### src/rtl/ffsa_pkg.sv
// ffsa_pkg: shared types, codes and defaults of the first-fit segment allocator
// no dependencies; imported by every other file of the block but ffsa_stream_if
package ffsa_pkg;

  localparam int unsigned POOL_BYTES_DEF   = 524288;
  localparam int unsigned HEADER_BYTES_DEF = 16;
  localparam int unsigned MAX_SEGMENTS_DEF = 64;

  localparam int FIELD_W  = 20;
  localparam int NEED_W   = FIELD_W + 1;  // rounding can carry out of the field
  localparam int STATUS_W = 2;

  typedef enum logic [STATUS_W-1:0] {
    STATUS_OK       = 2'd0,
    STATUS_NO_SPACE = 2'd1,
    STATUS_BAD_PTR  = 2'd2
  } status_e;

  localparam logic CMD_ALLOC   = 1'b0;
  localparam logic CMD_RELEASE = 1'b1;

  typedef struct packed {
    logic               cmd;
    logic [FIELD_W-1:0] req_size;
    logic [FIELD_W-1:0] addr;
  } in_item_t;

  typedef struct packed {
    logic [STATUS_W-1:0] status;
    logic [FIELD_W-1:0]  ptr_offset;
  } out_item_t;

  typedef enum logic [1:0] {
    OP_ALLOC,
    OP_RELEASE,
    OP_NULL
  } op_kind_e;

  typedef struct packed {
    op_kind_e           kind;
    logic [NEED_W-1:0]  need;
    logic [FIELD_W-1:0] addr;
  } op_t;

  typedef enum logic [3:0] {
    S_INIT,
    S_IDLE,
    S_SCAN,
    S_SHIFT,
    S_SPLIT,
    S_TAKE,
    S_MERGE,
    S_FLUSH,
    S_DONE
  } back_state_e;

  function automatic logic [NEED_W-1:0] round8(input logic [FIELD_W-1:0] req);
    logic [NEED_W-1:0] sum;
    sum = {1'b0, req} + NEED_W'(7);
    return {sum[NEED_W-1:3], 3'b000};
  endfunction

endpackage

### src/rtl/ffsa_stream_if.sv
// ffsa_stream_if: valid/ready channel with a typed payload
// depends on nothing; payload types come from ffsa_pkg at instantiation
interface ffsa_stream_if #(
  parameter type payload_t = logic
) ();
  logic     valid;
  logic     ready;
  payload_t data;

  modport source (output valid, output data, input ready);
  modport sink   (input valid, input data, output ready);
endinterface

### src/rtl/ffsa_ram.sv
// ffsa_ram: generic simple dual-port ram, one write and one registered read
// depends on ffsa_pkg only through the common import convention
module ffsa_ram
  import ffsa_pkg::*;
#(
  parameter int WIDTH = 8,
  parameter int DEPTH = 64
) (
  input  logic                     clk_i,
  input  logic                     we_i,
  input  logic [$clog2(DEPTH)-1:0] waddr_i,
  input  logic [WIDTH-1:0]         wdata_i,
  input  logic [$clog2(DEPTH)-1:0] raddr_i,
  output logic [WIDTH-1:0]         rdata_o
);

  logic [WIDTH-1:0] mem_q [DEPTH];

  always_ff @(posedge clk_i) begin
    if (we_i) begin
      mem_q[waddr_i] <= wdata_i;
    end
    rdata_o <= mem_q[raddr_i];
  end

endmodule

### src/rtl/ffsa_back.sv
// ffsa_back: segment table in ram, first-fit scan, split shift, merge compaction
// depends on ffsa_pkg, ffsa_stream_if and ffsa_ram
module ffsa_back
  import ffsa_pkg::*;
#(
  parameter int unsigned POOL_BYTES   = POOL_BYTES_DEF,
  parameter int unsigned HEADER_BYTES = HEADER_BYTES_DEF,
  parameter int unsigned MAX_SEGMENTS = MAX_SEGMENTS_DEF
) (
  input  logic          clk_i,
  input  logic          rst_ni,
  input  logic          q_valid_i,
  output logic          q_ready_o,
  input  op_t           q_op_i,
  ffsa_stream_if.source out_o
);

  localparam int AW    = $clog2(POOL_BYTES);
  localparam int EW    = ((AW > NEED_W) ? AW : NEED_W) + 2;
  localparam int IW    = (MAX_SEGMENTS > 1) ? $clog2(MAX_SEGMENTS) : 1;
  localparam int CW    = $clog2(MAX_SEGMENTS + 1);
  localparam int ENT_W = 2 * AW + 1;

  localparam logic [EW-1:0] HDR       = EW'(HEADER_BYTES);
  localparam logic [AW-1:0] INIT_SIZE = AW'(POOL_BYTES - HEADER_BYTES);
  localparam logic [CW-1:0] CNT_MAX   = CW'(MAX_SEGMENTS);

  back_state_e state_q, state_d;
  logic [CW-1:0]     cnt_q, cnt_d;
  logic [CW-1:0]     rd_q, rd_d;
  logic [CW-1:0]     wr_q, wr_d;
  logic              dv_q, dv_d;
  logic [IW-1:0]     cidx_q, cidx_d;
  logic [ENT_W-1:0]  hit_q, hit_d;
  logic [IW-1:0]     hidx_q, hidx_d;
  logic              split_q, split_d;
  logic              pend_v_q, pend_v_d;
  logic [ENT_W-1:0]  pend_q, pend_d;
  op_t               op_q, op_d;
  logic [STATUS_W-1:0] res_st_q, res_st_d;
  logic [FIELD_W-1:0]  res_ptr_q, res_ptr_d;
  logic              out_valid_q, out_valid_d;
  out_item_t         out_q, out_d;

  logic              we;
  logic [IW-1:0]     waddr, raddr;
  logic [ENT_W-1:0]  wdata, rdata;

  logic [AW-1:0]     r_start, r_size, h_start, h_size, p_start, p_size;
  logic              r_free, p_free;
  logic [EW-1:0]     need_e;
  logic              fit, match, hit;
  logic [ENT_W-1:0]  ent_m;

  ffsa_ram #(.WIDTH(ENT_W), .DEPTH(MAX_SEGMENTS)) u_ram (
    .clk_i   (clk_i),
    .we_i    (we),
    .waddr_i (waddr),
    .wdata_i (wdata),
    .raddr_i (raddr),
    .rdata_o (rdata)
  );

  assign r_start = rdata[ENT_W-1 -: AW];
  assign r_size  = rdata[AW:1];
  assign h_start = hit_q[ENT_W-1 -: AW];
  assign h_size  = hit_q[AW:1];
  assign p_start = pend_q[ENT_W-1 -: AW];
  assign p_size  = pend_q[AW:1];
  assign p_free  = pend_q[0];
  // during compaction the released segment reads as free
  assign r_free  = rdata[0] || ((state_q == S_MERGE) && (cidx_q == hidx_q));
  assign ent_m   = {r_start, r_size, r_free};

  assign need_e = EW'(op_q.need);
  assign fit    = r_free && (EW'(r_size) >= need_e);
  assign match  = (EW'(r_start) + HDR) == EW'(op_q.addr);
  assign hit    = dv_q && ((op_q.kind == OP_ALLOC) ? fit : match);
  assign raddr  = rd_q[IW-1:0];

  assign out_o.valid = out_valid_q;
  assign out_o.data  = out_q;

  always_comb begin
    state_d     = state_q;
    cnt_d       = cnt_q;
    rd_d        = rd_q;
    wr_d        = wr_q;
    dv_d        = dv_q;
    cidx_d      = cidx_q;
    hit_d       = hit_q;
    hidx_d      = hidx_q;
    split_d     = split_q;
    pend_v_d    = pend_v_q;
    pend_d      = pend_q;
    op_d        = op_q;
    res_st_d    = res_st_q;
    res_ptr_d   = res_ptr_q;
    out_valid_d = out_valid_q && !out_o.ready;
    out_d       = out_q;
    q_ready_o   = 1'b0;
    we          = 1'b0;
    waddr       = '0;
    wdata       = '0;

    unique case (state_q)
      S_INIT: begin
        we      = 1'b1;
        wdata   = {AW'(0), INIT_SIZE, 1'b1};
        cnt_d   = CW'(1);
        state_d = S_IDLE;
      end

      S_IDLE: begin
        q_ready_o = 1'b1;
        if (q_valid_i) begin
          op_d = q_op_i;
          rd_d = '0;
          dv_d = 1'b0;
          if (q_op_i.kind == OP_NULL) begin
            res_st_d  = STATUS_OK;
            res_ptr_d = '0;
            state_d   = S_DONE;
          end else begin
            state_d = S_SCAN;
          end
        end
      end

      S_SCAN: begin
        if (hit) begin
          hit_d  = rdata;
          hidx_d = cidx_q;
          dv_d   = 1'b0;
          if (op_q.kind == OP_ALLOC) begin
            split_d = (EW'(r_size) > need_e + HDR) && (cnt_q < CNT_MAX);
            rd_d    = cnt_q - CW'(1);
            state_d = ((EW'(r_size) > need_e + HDR) && (cnt_q < CNT_MAX)) ? S_SHIFT : S_TAKE;
          end else begin
            rd_d     = '0;
            wr_d     = '0;
            pend_v_d = 1'b0;
            state_d  = S_MERGE;
          end
        end else if (!dv_q && (rd_q == cnt_q)) begin
          res_st_d  = (op_q.kind == OP_ALLOC) ? STATUS_NO_SPACE : STATUS_BAD_PTR;
          res_ptr_d = '0;
          state_d   = S_DONE;
        end else if (rd_q < cnt_q) begin
          dv_d   = 1'b1;
          cidx_d = rd_q[IW-1:0];
          rd_d   = rd_q + CW'(1);
        end else begin
          dv_d = 1'b0;
        end
      end

      // move entries above the hit up by one, top first
      S_SHIFT: begin
        if (dv_q) begin
          we    = 1'b1;
          waddr = cidx_q + IW'(1);
          wdata = rdata;
        end
        if (rd_q != CW'(hidx_q)) begin
          dv_d   = 1'b1;
          cidx_d = rd_q[IW-1:0];
          rd_d   = rd_q - CW'(1);
        end else begin
          dv_d = 1'b0;
          if (!dv_q) state_d = S_SPLIT;
        end
      end

      S_SPLIT: begin
        we      = 1'b1;
        waddr   = hidx_q + IW'(1);
        wdata   = {AW'(EW'(h_start) + HDR + need_e),
                   AW'(EW'(h_size) - need_e - HDR), 1'b1};
        cnt_d   = cnt_q + CW'(1);
        state_d = S_TAKE;
      end

      S_TAKE: begin
        we        = 1'b1;
        waddr     = hidx_q;
        wdata     = {h_start, split_q ? AW'(op_q.need) : h_size, 1'b0};
        res_st_d  = STATUS_OK;
        res_ptr_d = FIELD_W'(EW'(h_start) + HDR);
        state_d   = S_DONE;
      end

      // one streaming pass: pairs of free neighbors collapse, read ahead of write
      S_MERGE: begin
        if (dv_q) begin
          if (!pend_v_q) begin
            pend_d   = ent_m;
            pend_v_d = 1'b1;
          end else if (p_free && r_free) begin
            we       = 1'b1;
            waddr    = wr_q[IW-1:0];
            wdata    = {p_start, AW'(EW'(p_size) + HDR + EW'(r_size)), 1'b1};
            wr_d     = wr_q + CW'(1);
            pend_v_d = 1'b0;
          end else begin
            we     = 1'b1;
            waddr  = wr_q[IW-1:0];
            wdata  = pend_q;
            wr_d   = wr_q + CW'(1);
            pend_d = ent_m;
          end
        end
        if (rd_q < cnt_q) begin
          dv_d   = 1'b1;
          cidx_d = rd_q[IW-1:0];
          rd_d   = rd_q + CW'(1);
        end else begin
          dv_d = 1'b0;
          if (!dv_q) state_d = S_FLUSH;
        end
      end

      S_FLUSH: begin
        if (pend_v_q) begin
          we    = 1'b1;
          waddr = wr_q[IW-1:0];
          wdata = pend_q;
        end
        cnt_d     = wr_q + CW'(pend_v_q);
        pend_v_d  = 1'b0;
        res_st_d  = STATUS_OK;
        res_ptr_d = '0;
        state_d   = S_DONE;
      end

      S_DONE: begin
        if (!out_valid_q || out_o.ready) begin
          out_valid_d      = 1'b1;
          out_d.status     = res_st_q;
          out_d.ptr_offset = res_ptr_q;
          state_d          = S_IDLE;
        end
      end

      default: state_d = S_IDLE;
    endcase
  end

  always_ff @(posedge clk_i or negedge rst_ni) begin
    if (!rst_ni) begin
      state_q     <= S_INIT;
      cnt_q       <= CW'(1);
      rd_q        <= '0;
      wr_q        <= '0;
      dv_q        <= 1'b0;
      pend_v_q    <= 1'b0;
      out_valid_q <= 1'b0;
    end else begin
      state_q     <= state_d;
      cnt_q       <= cnt_d;
      rd_q        <= rd_d;
      wr_q        <= wr_d;
      dv_q        <= dv_d;
      pend_v_q    <= pend_v_d;
      out_valid_q <= out_valid_d;
    end
  end

  always_ff @(posedge clk_i) begin
    cidx_q    <= cidx_d;
    hit_q     <= hit_d;
    hidx_q    <= hidx_d;
    split_q   <= split_d;
    pend_q    <= pend_d;
    op_q      <= op_d;
    res_st_q  <= res_st_d;
    res_ptr_q <= res_ptr_d;
    out_q     <= out_d;
  end

endmodule

### src/flat_wrapper.sv
// flat-port wrapper written by rule: the top's interface ports become plain ports
module ffsa_back_flat import ffsa_pkg::*;
#(
  parameter int unsigned POOL_BYTES   = POOL_BYTES_DEF,
  parameter int unsigned HEADER_BYTES = HEADER_BYTES_DEF,
  parameter int unsigned MAX_SEGMENTS = MAX_SEGMENTS_DEF
)
  (clk_i, rst_ni, q_valid_i, q_ready_o, q_op_i, out_o_valid, out_o_data, out_o_ready);
  ffsa_stream_if out_o_i ();
  input  logic clk_i;
  input  logic rst_ni;
  input  logic q_valid_i;
  output logic q_ready_o;
  input  op_t q_op_i;
  output wire logic [$bits(out_o_i.valid)-1:0] out_o_valid;
  output wire logic [$bits(out_o_i.data)-1:0] out_o_data;
  input wire logic [$bits(out_o_i.ready)-1:0] out_o_ready;
  assign out_o_valid = out_o_i.valid;
  assign out_o_data = out_o_i.data;
  assign out_o_i.ready = out_o_ready;
  ffsa_back #(.POOL_BYTES(POOL_BYTES), .HEADER_BYTES(HEADER_BYTES), .MAX_SEGMENTS(MAX_SEGMENTS)) u_core (.clk_i(clk_i), .rst_ni(rst_ni), .q_valid_i(q_valid_i), .q_ready_o(q_ready_o), .q_op_i(q_op_i), .out_o(out_o_i));
endmodule
### config.mk
export PLATFORM = sky130hd
export DESIGN_NAME = ffsa_back_flat
export DESIGN_NICKNAME = d
export VERILOG_FILES = /design/src/rtl/ffsa_pkg.sv /design/src/rtl/ffsa_stream_if.sv /design/src/rtl/ffsa_ram.sv /design/src/rtl/ffsa_back.sv /design/src/flat_wrapper.sv
export SDC_FILE = /design/constraint.sdc
export NUM_CORES = 2
export LEC_CHECK = 0
export BUFFER_PORTS_ARGS = -buffer_cell sky130_fd_sc_hd__buf_2
export CAP_MARGIN = 25
export CELL_PAD_IN_SITES_DETAIL_PLACEMENT = 1
export CELL_PAD_IN_SITES_GLOBAL_PLACEMENT = 2
export CORE_UTILIZATION = 50
export CTS_CLUSTER_DIAMETER = 50
export DETAILED_ROUTE_END_ITERATION = 10
export PLACE_DENSITY = 0.77
export RECOVER_POWER = 50
export SLEW_MARGIN = 15
export SYNTH_ARGS = -nofsm -noshare
export SYNTH_HDL_FRONTEND = slang
export SYNTH_SLANG_ARGS = --single-unit
### constraint.sdc
create_clock -name clk_i -period 20.8 [get_ports clk_i]
set_input_delay 2.08 -clock clk_i [delete_from_list [all_inputs] [get_ports clk_i]]
set_output_delay 2.08 -clock clk_i [all_outputs]
set_load 0.03 [all_outputs]
; Yosys cells after proc, flatten, opt, wreduce, memory -nomap -nowiden
; Memories as Yosys holds them, arrays and structs flattened. A register that Yosys moved wholly into a read port is not among the register bits.
; Index checks and enable logic that the tools add are counted.
[word_totals]
register_bits = 164
ramBits = 2496
elab_cells = 173
memories = 1
[memory_table]
columns = memory, words, width, rd, rd_clocked_by_memory_dff, write_ports, line_no
row1 = u_core.u_ram.mem_q, 64, 39, 1, 1, 1, ffsa_ram.sv:17  ; logic [WIDTH-1:0] mem_q [DEPTH];
[classes]
addsub = 16
order_cmp = 4
n_eq_ne = 31
mux = 70
reduce_logical = 34
[ops]
columns = cell, n
row1 = two-way mux 39 bit, 6
row2 = case mux 39 bit (6 select lines), 1
row3 = two-way mux 7 bit, 10
row4 = two-way mux 6 bit, 7
row5 = two-way mux 4 bit, 10
row6 = adder 19 bit, 2
row7 = adder 19 x 5 -> 19 bit (second input constant), 2
row8 = case mux 6 bit (5 select lines), 1
row9 = case mux 4 bit (7 select lines), 1
row10 = case mux 7 bit (4 select lines), 1
row11 = equality test 23 x 20 -> 1 bit, 1
row12 = greater-than comparator 19 x 23 -> 1 bit, 1
row13 = two-way mux 1 bit, 23
row14 = adder 21 x 5 -> 22 bit (second input constant), 1
row15 = adder 7 x 1 -> 7 bit (second input constant), 3
row16 = >= comparator 19 x 21 -> 1 bit, 1
row17 = case mux 7 bit (3 select lines), 1
row18 = adder 19 x 5 -> 20 bit (second input constant), 1
row19 = two-way mux 20 bit, 1
row20 = two-way mux 19 bit, 1
row21 = subtractor 19 bit, 1
row22 = subtractor 19 x 5 -> 19 bit (second input constant), 1
row23 = != test 2 bit (second input constant), 9
row24 = case mux 6 bit (3 select lines), 1
row25 = other kinds (35), 68

; Depth between registers and ports, before layout
[depth]
ltp_word = 8
mapped_depth = 14
depth_no_buf = 14

; Hierarchy
; Synthesis repeated with hierarchy kept, for this count alone.
[hier_totals]
cells_unflattened = 5449
area_unflattened_um2 = 108571.6
[by_module_without_submodules]
columns = module, n_inst, cells_per_inst, area_per_inst_um2, seq_area_each_um2
row1 = ffsa_ram, 1, 4130, 95683.0, 75732.6
row2 = ffsa_back, 1, 1319, 12888.6, 4755.8

; Worst setup path before layout
; Ideal clock, no wire load.
[synth_timing]
kind = flip-flop to flip-flop
start = register u_core.state_q[2]
end = memory u_core.u_ram.mem_q[0][4] (netlist name) (data pin)
setup_time_ps = 1009
t_arrival_ps = 5851
required_ps = 19791
slack_ps = 13940
stages_incl_launch_ff = 9
n_path_buf = 1
synth_period_minus_slack_ps = 6860
cell_sequence = dfrtp_1 > nor3b_1 > nor2b_1 > buf_4 > a22o_1 > nand2_1 > nor2_2 > nand3_1 > o311ai_0
[synth_between]
elab_chain_cells = 8
elab_cells_between_ends = 13
cone_classes = eq/ne: 5 / mux: 4 / reduce/logical: 4
[synth_lines]
columns = element, line_no
row1 = "start, declared", ffsa_back.sv:28  ; back_state_e state_q, state_d;
row2 = "start signal, assigned", ffsa_back.sv:259  ; state_q <= state_d;
row3 = equality test 4 x 3 -> 1 bit, "ffsa_back.sv:72, ffsa_back.sv:106"
row4 = logical AND 1 bit, ffsa_back.sv:72  ; assign r_free = rdata[0] || ((state_q == S_MERGE) && (cidx_q == hidx_q));
row5 = logical OR 1 bit, ffsa_back.sv:72
row6 = logical AND 1 bit, ffsa_back.sv:199  ; end else if (p_free && r_free) begin
row7 = two-way mux 20 bit, ffsa_back.sv:199
row8 = two-way mux 39 bit, ffsa_back.sv:196  ; if (!pend_v_q) begin
row9 = two-way mux 39 bit, ffsa_back.sv:195  ; if (dv_q) begin
row10 = case mux 39 bit (6 select lines) *, ffsa_back.sv:106  ; unique case (state_q)
row11 = named net u_core.u_ram.wdata_i[4], ffsa_ram.sv:12  ; input logic [WIDTH-1:0] wdata_i,
row12 = "end, declared", ffsa_ram.sv:17
; Mark *: on every way through the listed nets, which the timed path passes. The rest lies on a longest branch.

==> flow_summary.json <==
{
  "buffers_inserted_by_post_cts_timing_repair": 0,
  "grt_start_max_net_pins": 142,
  "drt_first_iter_violations": 6674,
  "synth-seq-cells": 2698,
  "swShare_pct": 31.1,
  "first_global_vias": 56100,
  "synth-async-reset-ratio_pct": 1.04,
  "power.static_leakage_nw": 38.1,
  "die-height_um": 467,
  "cellPowerDensity_nw_per_um2": 142,
  "yosysTopAreaCell": "edfxtp_1",
  "num_vias": 54600,
  "dpl-instance-area_um2": 113000,
  "detail_route.first_pass.iterations": 6,
  "power.share.sequential_pct": 42.8,
  "clock_network_latency_to_the_later_pin_of_the_worst_skew_pair_ns": 0.97,
  "dpl.hpwl_mm": 166,
  "grt_usage_pct": 27.2,
  "synthDominantCellAreaShare_pct": 73.0,
  "worst_setup_slack_for_register_to_register_paths_ns": 12.09,
  "placementRows": 170,
  "hold_violations": 0,
  "finalWorstPathRequiredPeriod_ns": 8.71,
  "crit_path_end": "u_core.u_ram.rdata_o[17]",
  "final_min_period_over_clock_period_pct": 41.9,
  "combPwrFrac_pct": 27.4,
  "cts_max_level": 5,
  "initial_core_util_pct": 50.4,
  "path_clk_slew_ns": 0.06,
  "layout-area-overhead-vs-synth_pct": 13.0,
  "place.port_buffers": 49,
  "clock_path_buffers": 4,
  "dieArea_um2": 218000,
  "worst_pin_slew_ns": 7.99,
  "finalSetupViolCount": 0,
  "fin_area_um2": 122000,
  "post_cts.resized_instances": 0,
  "maximum_fanout_along_the_worst_path": 82,
  "cts.root.buffer_cell": "clkbuf_16",
  "cell_count_after_synthesis": 4989,
  "design.core.area_um2": 215000,
  "aggregate_routed_wire_length_mm": 295,
  "regToRegEndpoint": "u_core.u_ram.rdata_o[17]",
  "cp-startpoint": "u_core.rd_q[2]",
  "share_of_final_layout_standard_cells_stronger_than_drive_strength_1_pct": 27.0,
  "tritoncts": "yes",
  "synth_edf_count": 2631,
  "i_o_pin_count": 50,
  "worstSetupStartpointType": "register",
  "crit_reg_reg_startpoint": "u_core.rd_q[2]",
  "finalMaxSlewViolations": 2867,
  "drt-vias-per-instance": 6.55,
  "yosysUniqueCellTypes": 93,
  "antenna_violating_nets_post_route": 0,
  "p_clk_share_pct": 29.8,
  "hold_fix_buffers_at_cts": 0,
  "grt_overflow_total": 0,
  "cts.sinks": 2698,
  "fmax_mhz": 115,
  "global_route_wire_length_before_repair_mm": 417,
  "power_w": 0.0174,
  "yosys_most_used_dff": "edfxtp_1",
  "worst_ep_arrival_time_ns": 9.51,
  "drc": 0,
  "total_switching_power_w": 0.00542,
  "routed_wire_length_per_instance_um": 35.4,
  "whs_path_depth": 0,
  "run_status": "finished with violations",
  "vdd.ir_drop.worst_v": 0.000119,
  "failed_checks": "max-capacitance violations, max-slew violations",
  "power.internal_w": 0.0120,
  "holdCritPathClass": "register to register",
  "number_of_violations_of_the_max_capacitance_limit": 62,
  "number_of_fill_cells": 18000,
  "skew_ns": 0.0631,
  "yosys_warnings": 0,
  "syn-cell-area_um2": 108000,
  "layout.nets": 5457,
  "cts_inserted_buffers": 303,
  "path_depth_of_the_worst_reg2reg_path": 4,
  "die_width_um": 467,
  "critPathCaptureType": "register",
  "mappedNetlistNets": 5180,
  "grt_setup_unrepaired": "no",
  "synth.area.top_cells": "edfxtp_1 (73%), mux4_2 (17%), ha_1 (1.6%), dfxtp_1 (0.72%), dfrtp_1 (0.62%)",
  "ys_seq_area_share_pct": 74.3,
  "routabilityCongestion": 0.834,
  "cp_data_required_time_ns": 21.60,
  "critical_path_class": "register to register",
  "timing.slew.headroom_pct": -433,
  "fin_setup_tns_ns": 0,
  "postSynthAreaPerCell_um2": 21.7,
  "grt_antenna_before_repair": 20
}
per-layer routing:
metal  GRT usage, %  wire, um  vias to the layer above
li1               -         -                    21600
met1           38.9    118000                    29800
met2           43.7    143000                     2744
met3           5.10     26800                      464
met4           6.83      6980                        6
met5              0        41                        -
state kept, by name, summed over array words and instances (netlist names), 21 cells and up:
register,flops
u_core.u_ram.mem_q,2496
u_core.pend_q,39
u_core.u_ram.rdata_o,39
u_core.hit_q,38
u_core.op_q,22
u_core.need_e,21
synthesized netlist by cell type (18+ instances only):
library cell / instances
buf_2: 62
o21ai_0: 85
ha_1: 141
edfxtp_1: 2631
dfxtp_1: 39
xor2_1: 54
nand2_1: 112
dfrtp_1: 27
nand3_1: 57
buf_1: 22
mux4_2: 819
xnor2_1: 70
nor2b_1: 20
mux2i_1: 30
a21o_1: 24
a21oi_1: 63
nor3_1: 35
clkbuf_1: 142
a222oi_1: 22
nor2_1: 158
inv_1: 103
nand2b_1: 18
power by group through the flow:
stage / Sequential, W / Clock, W / Combinational, W
final: 0.00746 / 0.00519 / 0.00478
after global routing: 0.00748 / 0.00545 / 0.00508
after CTS: 0.00736 / 0.00527 / 0.00482
after detailed placement: 0.00747 / 0 / 0.00479
after global placement: 0.00746 / 0 / 0.00465
after floorplan: 0.00732 / 0 / 0.00305
cell usage in the layout, fill, tap and decap left out, types with 64 or more instances in the layout:
| master | Yosys | routed |
|---|---|---|
| inv_1 | 103 | 103 |
| xnor2_1 | 70 | 70 |
| clkbuf_16 | 0 | 311 |
| nand2_1 | 112 | 109 |
| a21oi_1 | 63 | 64 |
| mux4_2 | 819 | 819 |
| clkbuf_1 | 142 | 117 |
| edfxtp_1 | 2631 | 2631 |
| nor2_1 | 158 | 117 |
| buf_4 | 3 | 95 |
| o21ai_0 | 85 | 75 |
| ha_1 | 141 | 141 |
cells by family after synthesis:
group                    Yosys count  synth area share [%]
flip-flops                      2698                  74.3
XOR/XNOR                         124                  1.00
buffers and inverters            334                  1.25
AND/OR/NAND/NOR                  499                  2.23
AO/OA/AOI/OAI                    339                  2.16
multiplexers                     851                  17.3
adder cells (fa/ha/maj)          144                  1.68
worst min-delay path by stage:
stage	startpoint	end	slack, ns
6_report	u_core.res_ptr_q[0]	u_core.out_o.data	0.43
2_1_floorplan	u_core.res_ptr_q[0]	u_core.out_o.data	0.40
4_1_cts	u_core.res_ptr_q[0]	u_core.out_o.data	0.43
5_1_grt	u_core.res_ptr_q[0]	u_core.out_o.data	0.44
3_5_place_dp	u_core.res_ptr_q[0]	u_core.out_o.data	0.42
3_3_place_gp	u_core.res_ptr_q[0]	u_core.out_o.data	0.40
through the flow:
step,worst slack [ns],hold slack (ns),util (%),cells
6_report,12.09,0.430,56.9,8334
5_1_grt,12.08,0.443,56.9,8326
4_1_cts,15.31,0.430,57.2,8324
3_5_place_dp,15.31,0.421,52.7,7799
3_3_place_gp,15.33,0.401,52.7,7799
2_1_floorplan,13.94,0.400,-,4989
layout make-up:
type / instances / area (um^2) / share of cell area [%]
Clock buffer: 369 / 8050 / 6.58
Inverter: 104 / 390 / 0.319
Timing Repair Buffer: 202 / 1240 / 1.02
Sequential cell: 2698 / 80500 / 65.8
Tap cell: 2838 / 3550 / 2.90
Clock inverter: 156 / 1520 / 1.24
Multi-Input combinational cell: 1957 / 27100 / 22.1
Antenna cell: 10 / 25.0 / 0.0205
critical path, stage by stage, from the launching register on:
cell and delay, ns:
dfrtp_4 0.75, clkbuf_1 5.54, buf_4 1.11, mux4_2 0.45
mux4_2 0.53
Power figures use the tool's default switching activity.
